## config.mk

```make
export PLATFORM = sky130hd
export DESIGN_NAME = apt_sum
export DESIGN_NICKNAME = d
export VERILOG_FILES = /design/src/rtl/apt_pkg.sv /design/src/rtl/apt_sum.sv
export SDC_FILE = /design/constraint.sdc
export NUM_CORES = 1
export LEC_CHECK = 0
export BUFFER_PORTS_ARGS = -buffer_cell sky130_fd_sc_hd__buf_2
export CORE_AREA = 5 5 337 339
export CTS_CLUSTER_DIAMETER = 100
export DETAILED_ROUTE_END_ITERATION = 10
export DIE_AREA = 0 0 342 344
export MAX_ROUTING_LAYER = met4
export SLEW_MARGIN = 5
export SYNTH_ARGS = -nofsm -noshare
export SYNTH_HDL_FRONTEND = slang
export SYNTH_SLANG_ARGS = --single-unit
```

## constraint.sdc

```tcl
create_clock -name i_clk -period 11.1 [get_ports i_clk]
set_input_delay 2.22 -clock i_clk [delete_from_list [all_inputs] [get_ports i_clk]]
set_output_delay 2.22 -clock i_clk [all_outputs]
set_load 0.02 [all_outputs]
```

## src/rtl/apt_pkg.sv

```systemverilog
// shared constants and types for the affine point transform
`timescale 1ns / 1ps

package apt_pkg;

    // default fixed-point format
    localparam int DEF_FRACTION_BITS = 16;
    localparam int DEF_WORD_BITS     = 32;

    // port widths
    localparam int PORT_BITS    = 32;
    localparam int CFG_BITS     = 64;
    localparam int CFG_IDX_BITS = 4;
    localparam int HALF_BITS    = 32;
    localparam int COEF_H_BITS  = 34;

    // coefficient register count (full 64-bit ones)
    localparam int NUM_COEF64 = 7;

    // register indexes
    localparam logic [CFG_IDX_BITS-1:0] REG_COEF_A = 4'd0;
    localparam logic [CFG_IDX_BITS-1:0] REG_COEF_B = 4'd1;
    localparam logic [CFG_IDX_BITS-1:0] REG_COEF_C = 4'd2;
    localparam logic [CFG_IDX_BITS-1:0] REG_COEF_D = 4'd3;
    localparam logic [CFG_IDX_BITS-1:0] REG_COEF_E = 4'd4;
    localparam logic [CFG_IDX_BITS-1:0] REG_COEF_F = 4'd5;
    localparam logic [CFG_IDX_BITS-1:0] REG_COEF_G = 4'd6;
    localparam logic [CFG_IDX_BITS-1:0] REG_COEF_H = 4'd7;

    // mode bits in coef_h
    localparam int H_IDENT_BIT = 33;
    localparam int H_RS_BIT    = 32;

    // reset values: identity matrix, zero translate, unit scale, identity mode
    localparam logic [CFG_BITS-1:0] COEF_RESET [NUM_COEF64] = '{
        64'h0001_0000_0000_0000,
        64'h0000_0000_0000_0000,
        64'h0001_0000_0000_0000,
        64'h0000_0000_0000_0000,
        64'h0001_0000_0000_0000,
        64'h0000_0000_0000_0000,
        64'h0001_0000_0001_0000
    };
    localparam logic [COEF_H_BITS-1:0] COEF_H_RESET = 34'h3_0001_0000;

    // control that travels with each item down the pipeline
    typedef struct packed {
        logic valid;
        logic ident;
        logic rs;
    } t_ctl;

endpackage

```

## src/rtl/apt_sum.sv

```systemverilog
// stage three: row sums plus translate, identity bypass
`timescale 1ns / 1ps

module apt_sum #(
    parameter int FRACTION_BITS = apt_pkg::DEF_FRACTION_BITS,
    parameter int WORD_BITS     = apt_pkg::DEF_WORD_BITS
) (
    input  logic                          i_clk,
    input  logic                          i_rst_n,
    input  apt_pkg::t_ctl                 i_ctl,
    input  logic signed [WORD_BITS-1:0]   i_p    [3],
    input  logic signed [2*WORD_BITS-1:0] i_prod [9],
    input  logic signed [WORD_BITS-1:0]   i_t    [3],
    output logic                          o_valid,
    output logic signed [WORD_BITS-1:0]   o_q    [3]
);
    import apt_pkg::*;

    localparam int PW = 2 * WORD_BITS;
    localparam int EW = PW + FRACTION_BITS;

    logic                        r_valid;
    logic signed [WORD_BITS-1:0] r_q   [3];
    logic signed [WORD_BITS-1:0] n_q   [3];
    logic signed [EW-1:0]        w_ext [9];
    logic signed [WORD_BITS-1:0] w_mw  [9];

    // shift each product down and wrap to a word
    always_comb begin
        for (int k = 0; k < 9; k++) begin
            w_ext[k] = EW'(i_prod[k]);
            w_mw[k]  = w_ext[k][FRACTION_BITS+WORD_BITS-1:FRACTION_BITS];
        end
    end

    // wrapped row sums, or raw point in identity mode
    always_comb begin
        for (int r = 0; r < 3; r++) begin
            if (i_ctl.ident) begin
                n_q[r] = i_p[r];
            end else begin
                n_q[r] = w_mw[r*3] + w_mw[r*3+1] + w_mw[r*3+2] + i_t[r];
            end
        end
    end

    // result strobe
    always_ff @(posedge i_clk) begin
        if (!i_rst_n) begin
            r_valid <= 1'b0;
        end else begin
            r_valid <= i_ctl.valid;
        end
    end

    // result registers
    always_ff @(posedge i_clk) begin
        for (int r = 0; r < 3; r++) begin
            r_q[r] <= n_q[r];
        end
    end

    assign o_valid = r_valid;
    assign o_q     = r_q;

endmodule

```

==> impl_metrics.yaml, run 1 <==
timing:
  tightest_slew_ns: 0.988
  slew_viol_final: 0
  finalCritPeriodShare_pct: 56.8
  max-slew-margin-rel_pct: 33.7
  max_freq_mhz: 159
  setup_tns_ns: 0
  post-route-min-period_ns: 6.30
  rsz0062_at_grt: "false"
  hold_violations: 0
  setup_viol: 0
worst_setup_path:
  end_kind: "flip-flop"
  arrival_ns: 6.65
  cp-startpoint: "i_prod[209]"
  crit_fanout: 4
  cp.required_ns: 11.45
  path_class: "input pin to flip-flop"
  cp-start-kind: "input pin"
  cp-endpoint: "o_q[61]"
routing:
  wl_per_cell_um: 16.9
  routed_wl_um: 63900
  drtIter0Drc: 546
  post-route-drc-count: 0
  vias_per_cell: 3.50
  drtAntennaViolNets: 0
  first_pass_iters: 5
  vias: 13200
clock_network:
  cts-resized-gates: 0
  cts_setup_buffers: 0
  root_buffer: "clkbuf_16"
  htreeDepth: 3
  cts_buffers: 9
  cts_tree: "done"
  cts.sinks: 97
  clockBufferDepth: 2
  clk_pin_slew_worst_paths_ns: 0.13
  hold_buffers: 0
power:
  vdd_drop_max_uv: 79.7
  p_leak_nw: 10.0
  powerDensity_nw_per_um2: 171
  power_mw: 3.17
status:
  outcome: "complete, no violations"
logic_synthesis:
  synthArstFlopShare_pct: 0
  synth-edff-count: 0
  synth_warnings: 0
  syn-num-nets: 2760
  ys.flop_type: "dfxtp_1"
  syn_area_per_cell_um2: 7.90
  synth_top_family_by_area: "adder cells"
  yosys.area_share.xor_xnor_pct: 4.54
  muxShareOfSynthArea_pct: 0.899
  synth-seq-cells: 97
  synthCells: 1708
  yosys.area.top_type_share_pct: 27.6
  synth_compound_area_share_pct: 16.7
  synthAdderAreaFrac_pct: 36.2
  synth-simple-area-share_pct: 10.8
  synth_area_leaders: "fa_1 (28%), inv_1 (16%), dfxtp_1 (14%)"
  synth_largest_area_cell: "fa_1"
  syn_area_um2: 13500
  synth_cell_types: 68
  ys_seq_area_share_pct: 14.4
floorplanning:
  pin_count: 870
  initial_core_util_pct: 12.3
  placementRows: 122
  die_area_um2: 118000
  core-area_um2: 110000
  die_y_um: 344
  dieWidth_um: 342
final_layout:
  area_growth_pct: 37.5
  final_common_cell: "buf_2"
  drive_gt1_share_pct: 27.3
  fillers: 12500
  nets: 3322
  layout_common_cells: "buf_2 (579), inv_1 (558), fa_1 (186), nand2_1 (124), dfxtp_1 (97)"
global_routing:
  grt_start_max_net_pins: 77
  grt-ovfl-total: 0
  grt_pass1_wl_um: 88300
  grt.total_usage_pct: 10.9
  antenna_found_initial: 45
  grt_pass1_vias: 13500
placed_design:
  port_buffers: 580
  place.gp.congestion: 0.870
  hpwlAfterDp_um: 57200
min_path:
  min-delay-start: "i_p[36]"
  whs_path_depth: 3
  holdCritPathClass: "input pin to flip-flop"
run:
  drv_cap: 0
==> kinds of logic after synthesis <==
kind of cell	Yosys count
compound gates	353
xor+xnor	70
fa+ha+maj	279
buf+inv	593
flops	97
mux	11
simple gates	305
==> worst max-delay path, stage by stage <==
cell and delay (ns):
buf_2 0.07, inv_1 0.06, fa_1 0.56, fa_1 0.42
inv_1 0.07, ha_1 0.16, inv_1 0.06, fa_1 0.49
nand2b_1 0.20, a21oi_1 0.35, o211ai_1 0.33, a211oi_1 0.51
o211ai_1 0.24, a21oi_1 0.51, nor2_1 0.12, a32o_1 0.27
==> stage by stage <==
step                setup WS [ns]  std cells  utilization [%]  area [um^2]  hold slack [ns]
global placement             4.25       3747             16.5        18200             2.42
floorplan                    5.52       1708                -        13500             2.32
finish                       4.80       3787             16.9        18600             1.97
global route                 4.39       3782             16.8        18500             1.94
CTS                          4.72       3763             16.8        18500             1.91
detailed placement           4.23       3747             16.5        18200             2.42
==> where the power goes <==
part,internal [mW],switching [mW]
clock network,0.163,0.234
registers,0.484,0.0356
logic,0.814,1.44
total,1.46,1.71
==> state kept, by name, summed over array words and instances, names as in the netlist <==
register and count:
o_q 96, o_valid 1
==> area by class of cell <==
class	instances	area (um^2)	share of cell area [%]
flip-flops and latches	97	1940	10.5
inverters	559	2100	11.3
clock buffers	9	225	1.21
multi-input cells	1018	9340	50.3
diodes	24	60.1	0.324
well taps	1488	1860	10.0
clock inverters	7	86.3	0.465
repair buffers	585	2950	15.9
==> synthesized netlist by cell type (5+ instances only) <==
cell type and count:
inv_1 559, fa_1 186, nand2_1 124, dfxtp_1 97, ha_1 93, a21oi_1 86, o21ai_0 77, nor2_1 50
xnor2_1 47, a21o_1 32, clkbuf_1 29, o21ai_1 29, nand3_1 27, xor2_1 23, nor3_1 18, a211oi_1 16
and3_1 15, o21bai_1 15, o21a_1 12, o31ai_1 12, nand2b_1 11, and2_1 10, nor2b_1 9, a311oi_1 8
mux2_2 8, nand4_1 8, o211ai_1 8, a31oi_1 7, buf_1 5, nand3b_1 5, nor4b_1 5, o211a_1 5
or3_1 5
==> how the worst min path moves through the flow <==
stage                     endpoint  slack (ns)
after floorplan            o_q[10]        2.32
after global placement     o_q[68]        2.42
after detailed placement   o_q[11]        2.42
after CTS                  o_q[13]        1.91
after global routing       o_q[35]        1.94
final                      o_q[36]        1.97
==> routing by layer <==
metal  vias up  GRT usage [%]  wire length (um)
met2       568           16.2             27000
li1       6449              -                 -
met3        45           4.35              6520
met1      6182           14.0             29300
met4         0           2.23              1050
met5         -              -                 0
Note: power is estimated with default switching activity, not from simulation.
==> run 2, diff against run 1 <==
- ABC_AREA: not set -> 1
- CORE_AREA: 5 5 337 339 -> 5 5 338 340
- DIE_AREA: 0 0 342 344 -> 0 0 343 345
- clock period: 11.1 -> 6.1 ns (I/O delays scaled with it)
==> impl_metrics.yaml, run 2 <==
power:
  vdd_drop_max_uv: 137
  p_leak_nw: 12.9
  powerDensity_nw_per_um2: 293
floorplanning:
  initial_core_util_pct: 14.2
  pin_count: 870
  placementRows: 123
  die_y_um: 345
  dieWidth_um: 343
  die_area_um2: 118000
  core-area_um2: 111000
logic_synthesis:
  syn_area_um2: 15800
  synth-seq-cells: 97
  synth_largest_area_cell: "fa_1"
  synth_warnings: 0
  ys.flop_type: "dfxtp_1"
  yosys.area.top_type_share_pct: 23.6
  yosysMostFrequentCell: "inv_1"
  synth_area_leaders: "fa_1 (24%), inv_1 (20%), nand2_1 (19%)"
  synth-edff-count: 0
  syn_area_per_cell_um2: 6.24
  synthArstFlopShare_pct: 0
  syn-num-nets: 3587
  synthCells: 2535
  synth_common_cells: "inv_1 (853), nand2_1 (804), fa_1 (186)"
  synth_cell_types: 35
  ys_seq_area_share_pct: 12.3
final_layout:
  fillers: 12900
  final_common_cell: "inv_1"
  final_util_pct: 18.8
  final_cell_count_no_fill: 4655
  largest_reg_flops: 96
  area_growth_pct: 32.4
  layout_common_cells: "inv_1 (852), nand2_1 (804), buf_2 (579), fa_1 (186), nand3_1 (122)"
  drive_gt1_share_pct: 21.6
  nets: 4160
placed_design:
  placed_cells: 4597
  place.gp.congestion: 0.920
  hpwlAfterDp_um: 68000
  port_buffers: 580
routing:
  first_pass_iters: 5
  drtAntennaViolNets: 0
  wl_per_cell_um: 16.0
  vias: 16400
  post-route-drc-count: 0
  drtIter0Drc: 896
  vias_per_cell: 3.52
  routed_wl_um: 74400
clock_network:
  cts_setup_buffers: 0
  clk_pin_slew_worst_paths_ns: 0.10
  hold_buffers: 0
  cts_buffers: 9
  cts_tree: "done"
  cts.sinks: 97
  cts-resized-gates: 0
  root_buffer: "clkbuf_16"
  clockBufferDepth: 2
  htreeDepth: 3
min_path:
  holdCritPathClass: "input pin to flip-flop"
  holdPathEnd: "o_valid"
  whs_path_depth: 3
  min-delay-start: "i_ctl[2]"
worst_setup_path:
  cpPeakStageDelay_ns: 0.58
  path_buf_inv: 5
  end_kind: "flip-flop"
  crit_fanout: 4
  cp-start-kind: "input pin"
  crit_path_top_delay_cell: "fa_1"
  cpMostUsedCell: "nand3_1"
  arrival_ns: 4.67
  crit_family: "adder cells"
  path_class: "input pin to flip-flop"
  path_cells: "buf_2 -> inv_1 -> fa_1 -> fa_1 -> inv_1 -> ha_1 -> inv_1 -> fa_1 -> inv_1 -> nand3_1 -> nand3_1 -> nand3_1 -> nand3_1 -> nand2_1 -> nand2_1 -> nand2_1 -> nand3_1 -> nand2_1"
  cp.required_ns: 6.43
timing:
  finalCritPeriodShare_pct: 71.2
  setup_viol: 0
  rsz0062_at_grt: "false"
  max_freq_mhz: 230
  slew_viol_final: 0
  max-slew-margin-rel_pct: 37.7
  hold_violations: 0
  post-route-min-period_ns: 4.34
  setup_tns_ns: 0
  tightest_slew_ns: 0.925
global_routing:
  grt_pass1_wl_um: 106000
  grt.total_usage_pct: 12.8
  antenna_found_initial: 64
  grt_pass1_vias: 16800
  grt_start_max_net_pins: 59
  grt-ovfl-total: 0
status:
  outcome: "complete, no violations"
run:
  drv_cap: 0
==> run 2: power breakdown <==
group          internal, mW  leakage, nW  switching (mW)
logic                  1.50         11.9            3.03
registers             0.849        0.818          0.0559
clock network         0.299        0.153           0.395
==> run 2: cells by family (layout without fill, tap and decap cells) <==
| kind of cell | Yosys count | count (layout) | share of synthesized area [%] |
|---|---|---|---|
| AND/OR/NAND/NOR | 1123 | 1123 | 29.5 |
| AO/OA/AOI/OAI | 123 | 123 | 4.32 |
| buffers and inverters | 878 | 1456 | 21.0 |
| flip-flops | 97 | 97 | 12.3 |
| other | 0 | 42 | 0 |
| adder cells (fa/ha/maj) | 279 | 279 | 30.9 |
| XOR/XNOR | 35 | 35 | 1.94 |
==> run 2: cell type report <==
cell class	count	area, um^2	area share [%]
Multi-Input combinational cell	1560	10500	50.4
Inverter	857	3220	15.4
Timing Repair Buffer	583	2930	14.0
Sequential cell	97	1940	9.28
Tap cell	1500	1880	8.96
Clock buffer	9	225	1.08
Antenna cell	42	105	0.502
Clock inverter	7	91.3	0.436
==> run 2: worst max path at each step <==
stage	start	end	slack, ns	cells past startpoint
5_1_grt	i_prod[209]	o_q[53]	1.50	18
3_3_place_gp	i_prod[209]	o_q[53]	1.32	18
3_5_place_dp	i_prod[209]	o_q[53]	1.27	18
4_1_cts	i_prod[209]	o_q[53]	1.78	18
6_report	i_prod[401]	o_q[93]	1.76	18
2_1_floorplan	i_prod[17]	o_q[29]	2.39	17
==> run 2: through the flow <==
step | hold WS [ns] | instance area (um^2) | power, mW | setup slack [ns]
after floorplan | 1.31 | 15800 | 3.83 | 2.39
after global placement | 1.41 | 20500 | 5.44 | 1.32
after detailed placement | 1.40 | 20500 | 5.47 | 1.27
after CTS | 0.902 | 20800 | 6.24 | 1.78
after global routing | 0.944 | 20900 | 6.81 | 1.50
final | 0.951 | 20900 | 6.12 | 1.76
==> run 2: routing by layer <==
layer	track usage [%]	routed length (um)	vias up
met4	3.76	1900	0
li1	-	-	8365
met2	18.8	30700	642
met5	-	0	-
met1	15.9	33300	7301
met3	5.37	8530	78
